$ cat config.mk
export PLATFORM = sky130hd
export DESIGN_NAME = ssfe_ctrl
export DESIGN_NICKNAME = d
export VERILOG_FILES = /design/src/hdl/ssfe_pkg.sv /design/src/hdl/ssfe_ctrl.sv
export SDC_FILE = /design/constraint.sdc
export NUM_CORES = 1
export LEC_CHECK = 0
export ABC_AREA = 1
export BUFFER_PORTS_ARGS = -buffer_cell sky130_fd_sc_hd__buf_2
export CORE_ASPECT_RATIO = 1.75
export CORE_MARGIN = 1.5
export CORE_UTILIZATION = 40
export DETAILED_ROUTE_END_ITERATION = 6
export SYNTH_ARGS = -nofsm -noshare
export SYNTH_HDL_FRONTEND = slang
export SYNTH_SLANG_ARGS = --single-unit
$ cat constraint.sdc
create_clock -name clk_i -period 3.3 [get_ports clk_i]
set_clock_uncertainty 0.05 [all_clocks]
set_input_delay 0.495 -clock clk_i [delete_from_list [all_inputs] [get_ports clk_i]]
set_output_delay 0.495 -clock clk_i [all_outputs]
set_load 0.05 [all_outputs]
$ cat src/hdl/ssfe_pkg.sv
// ---------------------------------------------------------------------------
// ssfe_pkg
// Shared types, widths and table generators for the stereo STFT frame engine.
// ---------------------------------------------------------------------------
`default_nettype none

package ssfe_pkg;

  localparam int unsigned N_POINTS_DEF = 64;

  localparam int HOP_W      = 13;
  localparam int SMP_W      = 16;
  localparam int RES_W      = 32;
  localparam int POW_W      = 63;
  localparam int FNUM_W     = 32;
  localparam int FPOS_W     = 48;
  localparam int BIN_W      = 12;
  localparam int TW_W       = 32;
  localparam int WIN_W      = 17;
  localparam int SQRT_STEPS = 32;

  localparam logic [HOP_W-1:0] HOP_RESET = 13'd32;

  localparam longint ONE_Q30         = 64'sd1 << 30;
  localparam longint CORDIC_GAIN_Q30 = 64'sd652032874;

  // arctangent of 2^-i in units of 2^-32 turn
  localparam longint ATAN_TURN [30] = '{
    64'sd536870912, 64'sd316933406, 64'sd167458907, 64'sd85004756, 64'sd42667331,
    64'sd21354465, 64'sd10679838, 64'sd5340245, 64'sd2670163, 64'sd1335087,
    64'sd667544, 64'sd333772, 64'sd166886, 64'sd83443, 64'sd41722,
    64'sd20861, 64'sd10430, 64'sd5215, 64'sd2608, 64'sd1304,
    64'sd652, 64'sd326, 64'sd163, 64'sd81, 64'sd41, 64'sd20,
    64'sd10, 64'sd5, 64'sd3, 64'sd1
  };

  typedef enum logic [2:0] {
    ST_IDLE,
    ST_WIN,
    ST_MAC,
    ST_RND,
    ST_SQ,
    ST_PW,
    ST_SQRT,
    ST_EMIT
  } ssfe_state_e;

  typedef struct packed {
    logic smp_acc;    // sample word taken
    logic win_rd;     // windowing sweep read
    logic mac_rd;     // bin accumulation read
    logic bin_clr;    // clear accumulators and twiddle phase
    logic rnd;        // round accumulators
    logic sq;         // square real and imag
    logic pw;         // sum power, load root unit
    logic sqrt_step;  // one root digit
    logic frame_done; // last bin taken
  } ssfe_cmd_t;

  typedef struct packed {
    logic fire;       // current sample completes a frame
  } ssfe_sts_t;

  // {cos, sin} in Q2.30 for index m of a 2^log_n point circle
  function automatic logic [63:0] twiddle(input int unsigned m, input int unsigned log_n);
    longint x, y, z, t, c, s;
    logic [63:0] step_m;
    logic [31:0] phase;
    logic [1:0]  quad;
    step_m = 64'(m) << (32 - log_n);
    phase  = step_m[31:0];
    quad   = phase[31:30];
    z      = {34'd0, phase[29:0]};
    x      = CORDIC_GAIN_Q30;
    y      = 0;
    if (z == 0) begin
      x = ONE_Q30;
    end else begin
      for (int i = 0; i < 30; i++) begin
        if (z >= 0) begin
          t = x - (y >>> i);
          y = y + (x >>> i);
          z = z - ATAN_TURN[i];
        end else begin
          t = x + (y >>> i);
          y = y - (x >>> i);
          z = z + ATAN_TURN[i];
        end
        x = t;
      end
    end
    if (x > ONE_Q30) x = ONE_Q30;
    if (x < -ONE_Q30) x = -ONE_Q30;
    if (y > ONE_Q30) y = ONE_Q30;
    if (y < -ONE_Q30) y = -ONE_Q30;
    case (quad)
      2'd0: begin
        c = x;
        s = y;
      end
      2'd1: begin
        c = -y;
        s = x;
      end
      2'd2: begin
        c = -x;
        s = -y;
      end
      default: begin
        c = y;
        s = -x;
      end
    endcase
    return {c[31:0], s[31:0]};
  endfunction

  // periodic Hann coefficient, Q1.15, 0..32768
  function automatic logic [WIN_W-1:0] window_coef(input logic signed [TW_W-1:0] c);
    longint v;
    v = ONE_Q30 - longint'(c) + 64'sd32768;
    return v[16+WIN_W-1:16];
  endfunction

endpackage

`default_nettype wire

$ cat src/hdl/ssfe_ctrl.sv
// ---------------------------------------------------------------------------
// ssfe_ctrl
// Sequencer: sample intake, window sweep, per-bin MAC, rounding, root, emit.
// ---------------------------------------------------------------------------
`default_nettype none

module ssfe_ctrl #(
  parameter int unsigned N_POINTS = ssfe_pkg::N_POINTS_DEF
) (
  input  wire logic                        clk_i,
  input  wire logic                        rst_ni,
  input  wire logic                        in_valid_i,
  output logic                             in_ready_o,
  output logic                             out_valid_o,
  input  wire logic                        out_ready_i,
  input  wire ssfe_pkg::ssfe_sts_t         sts_i,
  output ssfe_pkg::ssfe_cmd_t              cmd_o,
  output logic [$clog2(N_POINTS)-1:0]      idx_o,
  output logic [$clog2(N_POINTS)-1:0]      bin_o,
  output logic                             last_bin_o
);

  import ssfe_pkg::*;

  localparam int LOG_N = $clog2(N_POINTS);
  localparam int CNT_W = (LOG_N + 1 > 5) ? LOG_N + 1 : 5;

  ssfe_state_e state_q, state_d;
  logic [CNT_W-1:0] cnt_q, cnt_d;
  logic [LOG_N-1:0] k_q, k_d;

  always_ff @(posedge clk_i or negedge rst_ni) begin
    if (!rst_ni) begin
      state_q <= ST_IDLE;
      cnt_q   <= '0;
      k_q     <= '0;
    end else begin
      state_q <= state_d;
      cnt_q   <= cnt_d;
      k_q     <= k_d;
    end
  end

  assign last_bin_o = (k_q == LOG_N'(N_POINTS / 2));

  always_comb begin
    state_d     = state_q;
    cnt_d       = cnt_q;
    k_d         = k_q;
    cmd_o       = '0;
    in_ready_o  = 1'b0;
    out_valid_o = 1'b0;
    case (state_q)
      ST_IDLE: begin
        in_ready_o = 1'b1;
        if (in_valid_i) begin
          cmd_o.smp_acc = 1'b1;
          if (sts_i.fire) begin
            state_d = ST_WIN;
            cnt_d   = '0;
          end
        end
      end
      ST_WIN: begin
        // reads issue while cnt_q is below N, then the sweep holds until the read and multiply registers drain
        cmd_o.win_rd = (cnt_q < CNT_W'(N_POINTS));
        cnt_d        = cnt_q + 1'b1;
        if (cnt_q == CNT_W'(N_POINTS + 1)) begin
          state_d       = ST_MAC;
          cnt_d         = '0;
          k_d           = '0;
          cmd_o.bin_clr = 1'b1;
        end
      end
      ST_MAC: begin
        cmd_o.mac_rd = (cnt_q < CNT_W'(N_POINTS));
        cnt_d        = cnt_q + 1'b1;
        if (cnt_q == CNT_W'(N_POINTS + 1)) begin
          state_d = ST_RND;
        end
      end
      ST_RND: begin
        cmd_o.rnd = 1'b1;
        state_d   = ST_SQ;
      end
      ST_SQ: begin
        cmd_o.sq = 1'b1;
        state_d  = ST_PW;
      end
      ST_PW: begin
        cmd_o.pw = 1'b1;
        cnt_d    = '0;
        state_d  = ST_SQRT;
      end
      ST_SQRT: begin
        cmd_o.sqrt_step = 1'b1;
        cnt_d           = cnt_q + 1'b1;
        if (cnt_q == CNT_W'(SQRT_STEPS - 1)) begin
          state_d = ST_EMIT;
        end
      end
      ST_EMIT: begin
        out_valid_o = 1'b1;
        if (out_ready_i) begin
          if (last_bin_o) begin
            cmd_o.frame_done = 1'b1;
            state_d          = ST_IDLE;
          end else begin
            k_d           = k_q + 1'b1;
            cnt_d         = '0;
            cmd_o.bin_clr = 1'b1;
            state_d       = ST_MAC;
          end
        end
      end
      default: begin
        state_d = ST_IDLE;
      end
    endcase
  end

  assign idx_o = cnt_q[LOG_N-1:0];
  assign bin_o = k_q;

endmodule

`default_nettype wire

### Yosys cells after proc, flatten, opt, wreduce, memory -nomap -nowiden

Cells that the tools add are included.

* $add $sub $neg: 2
* $mul: 0
* div/mod/pow operators: 0
* order comparisons: 1
* eq/ne operators: 17
* shifts and indexed selects: 0
* mux-type cells: 35
* bitwise gates (word level): 0
* reduce and logical (&&, ||, !) cells: 7

Operators with widths (number)
* $mux 7: 5
* $pmux 7 s5: 1
* $pmux 3 s8: 1
* $mux 3: 6
* $mux 6: 3
* $mux 1: 16
* $ne 2x2->1 const B: 7
* $eq 3x3->1 const B: 4
* $pmux 6 s2: 1
* $add 7x1->7 const B: 1
* $eq 7x5->1 const B: 1
* $eq 7x7->1 const B: 1
* $lt 7x7->1 const B: 1
* $add 6x1->6 const B: 1
* $eq 3x2->1 const B: 2
* $eq 6x6->1 const B: 1
* $reduce_and 6->1: 1
* $reduce_and 5->1: 1
* $reduce_bool 5->1: 1
* $reduce_and 4->1: 1
* $eq 3x1->1 const B: 1
* $logic_not 3->1: 1
* $mux 2: 1
* $pmux 1 s2: 1
* 2 further kinds: 2

* register bits after elaboration: 16
* latch bits: 0
* memory bits (writable): 0
* ROM bits: 0
* output and inout port bits: 24
* word-level logic and storage cells: 65
* memories kept: 0

### Logic depth before layout (Yosys ltp)

* depth after elaboration: 4
* depth in mapped cells: 9
* depth with buffers taken out: 8

### Least setup slack after synthesis

Ideal clock, no wire load.

* path kind: reg2out
* from: register k_q[2] (netlist: bin_o[2])
* to: output port cmd_o[0] in the netlist's numbering
* arrival: 2.531 ns
* slack: 0.224 ns
* stages on the path, launching flop included: 7
* buffers on the path: 1
* cell sequence: dfrtp_1 -> buf_2 -> nor2_1 -> inv_1 -> nor2_1 -> nand2_1 -> nor2_1

RTL lines
* from (decl): line ssfe_ctrl.sv:30 `logic [LOG_N-1:0] k_q, k_d;`
* from (signal assigned): line ssfe_ctrl.sv:40 `k_q <= k_d;`
* to (decl): line ssfe_ctrl.sv:17 `output ssfe_pkg::ssfe_cmd_t cmd_o,`

==> flow_metrics.env <==
export IMPL_reg2regPathDepth=6
export IMPL_io_pin_count=29
export IMPL_yosysSeqAreaShare_pct=33.1
export IMPL_synth_xor_xnor_area_share_pct=2.90
export IMPL_setup_ws_ps=996
export IMPL_vdd_drop_max_mv=0.527
export IMPL_dp_slack_ps=1260
export IMPL_cp_max_fo=6
export IMPL_syn_num_nets=189
export IMPL_cts_root_buffer_cell="clkbuf_8"
export IMPL_drv_cap=0
export IMPL_start_kind="register"
export IMPL_setup_violations=0
export IMPL_violations="design-rule violations"
export IMPL_synthMuxAreaShare_pct=0
export IMPL_worstPathRequired_ps=2750
export IMPL_clk_pin_slew_ps=70
export IMPL_grt_ovfl_total=0
export IMPL_cts_tree="done"
export IMPL_die_area_um2=3380
export IMPL_synth_compound_area_share_pct=5.27
export IMPL_clk_latency_ps=250
export IMPL_drive_gt1_share_pct=21.6
export IMPL_critPathArrivalTime_ps=1760
export IMPL_cts_resized=0
export IMPL_num_rows=26
export IMPL_layout_nets=214
export IMPL_drc=3
export IMPL_drtPass1Iterations=6
export IMPL_endpoint="cmd_o[5]"
export IMPL_ant_nets=0
export IMPL_wire_per_inst_um=11.6
export IMPL_hold_path_class="primary input to asynchronous set/reset pin"
export IMPL_ys_types=25
export IMPL_fin_setup_tns_ps=0
export IMPL_globalplace_congestion=0.814
export IMPL_initial_utilization_pct=41.8
export IMPL_rsz0062_at_grt="false"
export IMPL_final_period_utilization_pct=69.8
export IMPL_drv_slew=0
export IMPL_status="complete, but fails checks"
export IMPL_p_total_mw=1.18
export IMPL_power_density_nw_per_um2=854
export IMPL_die_h_um=75.8
export IMPL_cp_end_kind="output pin"
export IMPL_leakagePower_nw=0.813
export IMPL_synth_adder_area_share_pct=4.14
export IMPL_postCtsSetupBuffers=0
export IMPL_drt_iter0_drc=26
export IMPL_reg2reg_slack_ps=1700
export IMPL_stdcell_count=232
export IMPL_grt_pass1_vias=1076
export IMPL_hold_buffers=0
export IMPL_diodes=0
export IMPL_syn_to_final_growth_pct=14.5
export IMPL_startpoint="cnt_q[1]"
export IMPL_finalHoldViolCount=0
export IMPL_yosysWarnings=0
export IMPL_period_needed_ps=2300
export IMPL_routed_via_density=5.20
export IMPL_timing_rr_start="cnt_q[0]"
export IMPL_h_tree_depth=1
export IMPL_reg2reg_to="state_q[0]"
export IMPL_coreArea_um2=2900
export IMPL_syn_avg_cell_area_um2=6.72
export IMPL_tightestPinTransition_ps=383
export IMPL_clock_fmax_ghz=0.434
export IMPL_portBuffers=28
export IMPL_cts_sinks=16
export IMPL_syn_area_um2=1210
export IMPL_dpl_cell_count=228
export IMPL_critical_path_class="register to output pin"
export IMPL_relSlewSlack_pct=74.5
export IMPL_synth_top_family_by_area="simple AND/OR/NAND/NOR gates"
export IMPL_antenna_found_initial=0
export IMPL_clockBufferDepth=2
export IMPL_grt_pass1_wl_um=4490
export IMPL_yosys_area_share_simple_pct=42.6
export IMPL_grt_max_degree=17
export IMPL_gr_usage_all_layers_pct=17.8
export IMPL_hpwl_um=2150
export IMPL_synth_seq_cells=16
export IMPL_vias=1206
export IMPL_die_w_um=44.6
export IMPL_syn_inst=180
export IMPL_cts_buffers=3
export IMPL_final_core_util_pct=47.8
export IMPL_routed_wl_um=2700
==> state kept, by name, summed over array words and instances, names as in the netlist <==
signal,count
state_q,3
bin_o,6
cnt_q,7
==> logic make-up after synthesis <==
group / count (synthesis)
flops: 16
xor+xnor: 4
compound gates: 9
fa+ha+maj: 4
buf+inv: 32
simple gates: 115
==> layout make-up <==
class	instances	area (um^2)
timing repair buffer	28	140
sequential	16	400
inverter	24	90.1
fill	310	1510
clock buffer	4	55.1
multi-input combinational	132	664
tap	28	35.0
==> cell usage in the layout, fill, tap and decap left out <==
master and count:
dfrtp_1 16, buf_2 28, nand3_2 3, nand2_2 2
nor2_1 19, nor2_2 2, o21ai_1 1, o211ai_1 1
xnor2_1 1, xor2_1 3, ha_1 4, nand3_1 15
o21ai_0 2, nand2_1 63, o21bai_1 2, inv_2 2
nor2_4 1, clkbuf_8 4, nand4_1 6, a21oi_1 2
o21ai_4 1, nor3_1 2, nand3b_2 1, nor3b_1 1
inv_1 22
==> worst max-delay path, cell delays in order (launching register included) <==
cell,delay (ps)
dfrtp_1,420
inv_1,70
ha_1,130
nand2_1,40
nand3b_2,300
o21ai_4,250
buf_2,300
==> where the power goes <==
part,switching (mW),total (mW),internal [mW]
Combinational,0.519,0.687,0.168
Sequential,0.0761,0.322,0.246
Clock,0.0691,0.175,0.106
==> per-layer routing <==
metal	track usage, %	up-vias	share of wire [%]	wire [um]
met2	31.1	30	52	1410
met1	20.5	559	42	1140
met3	1.42	8	2.8	75
met5	0	-	0	0
met4	11.1	0	2.8	75
li1	-	609	-	-
==> synth_stat cells, drive strengths merged <==
cell type   n  area [um^2]
xor2        3         26.3
nor2       22         95.1
dfrtp      16          400
inv        24         90.1
nand4       6         37.5
o21ai       4         31.3
nand3b      1         11.3
o21bai      2         15.0
nand3      18          105
nand2      65          249
a21oi       2         10.0
nor3b       1         7.51
xnor2       1         8.76
buf         8         55.1
ha          4         50.1
nor3        2         10.0
o211ai      1         7.51
==> how the worst min path moves through the flow <==
stage	startpoint	to	slack, ps	cells past startpoint
after global routing	rst_ni	cnt_q[3]	130	1
after detailed placement	rst_ni	bin_o[3]	390	1
after global placement	rst_ni	bin_o[2]	380	1
after floorplan	rst_ni	bin_o[0]	150	0
final	rst_ni	cnt_q[3]	110	1
after CTS	rst_ni	bin_o[3]	120	1
==> per-stage QoR <==
| step | instance area, um^2 | hold slack [ps] |
|---|---|---|
| floorplan | 1210 | 149 |
| global placement | 1330 | 384 |
| detailed placement | 1330 | 392 |
| CTS | 1390 | 120 |
| global route | 1390 | 134 |
| finish | 1390 | 107 |
Note: power is estimated with default switching activity, not from simulation.
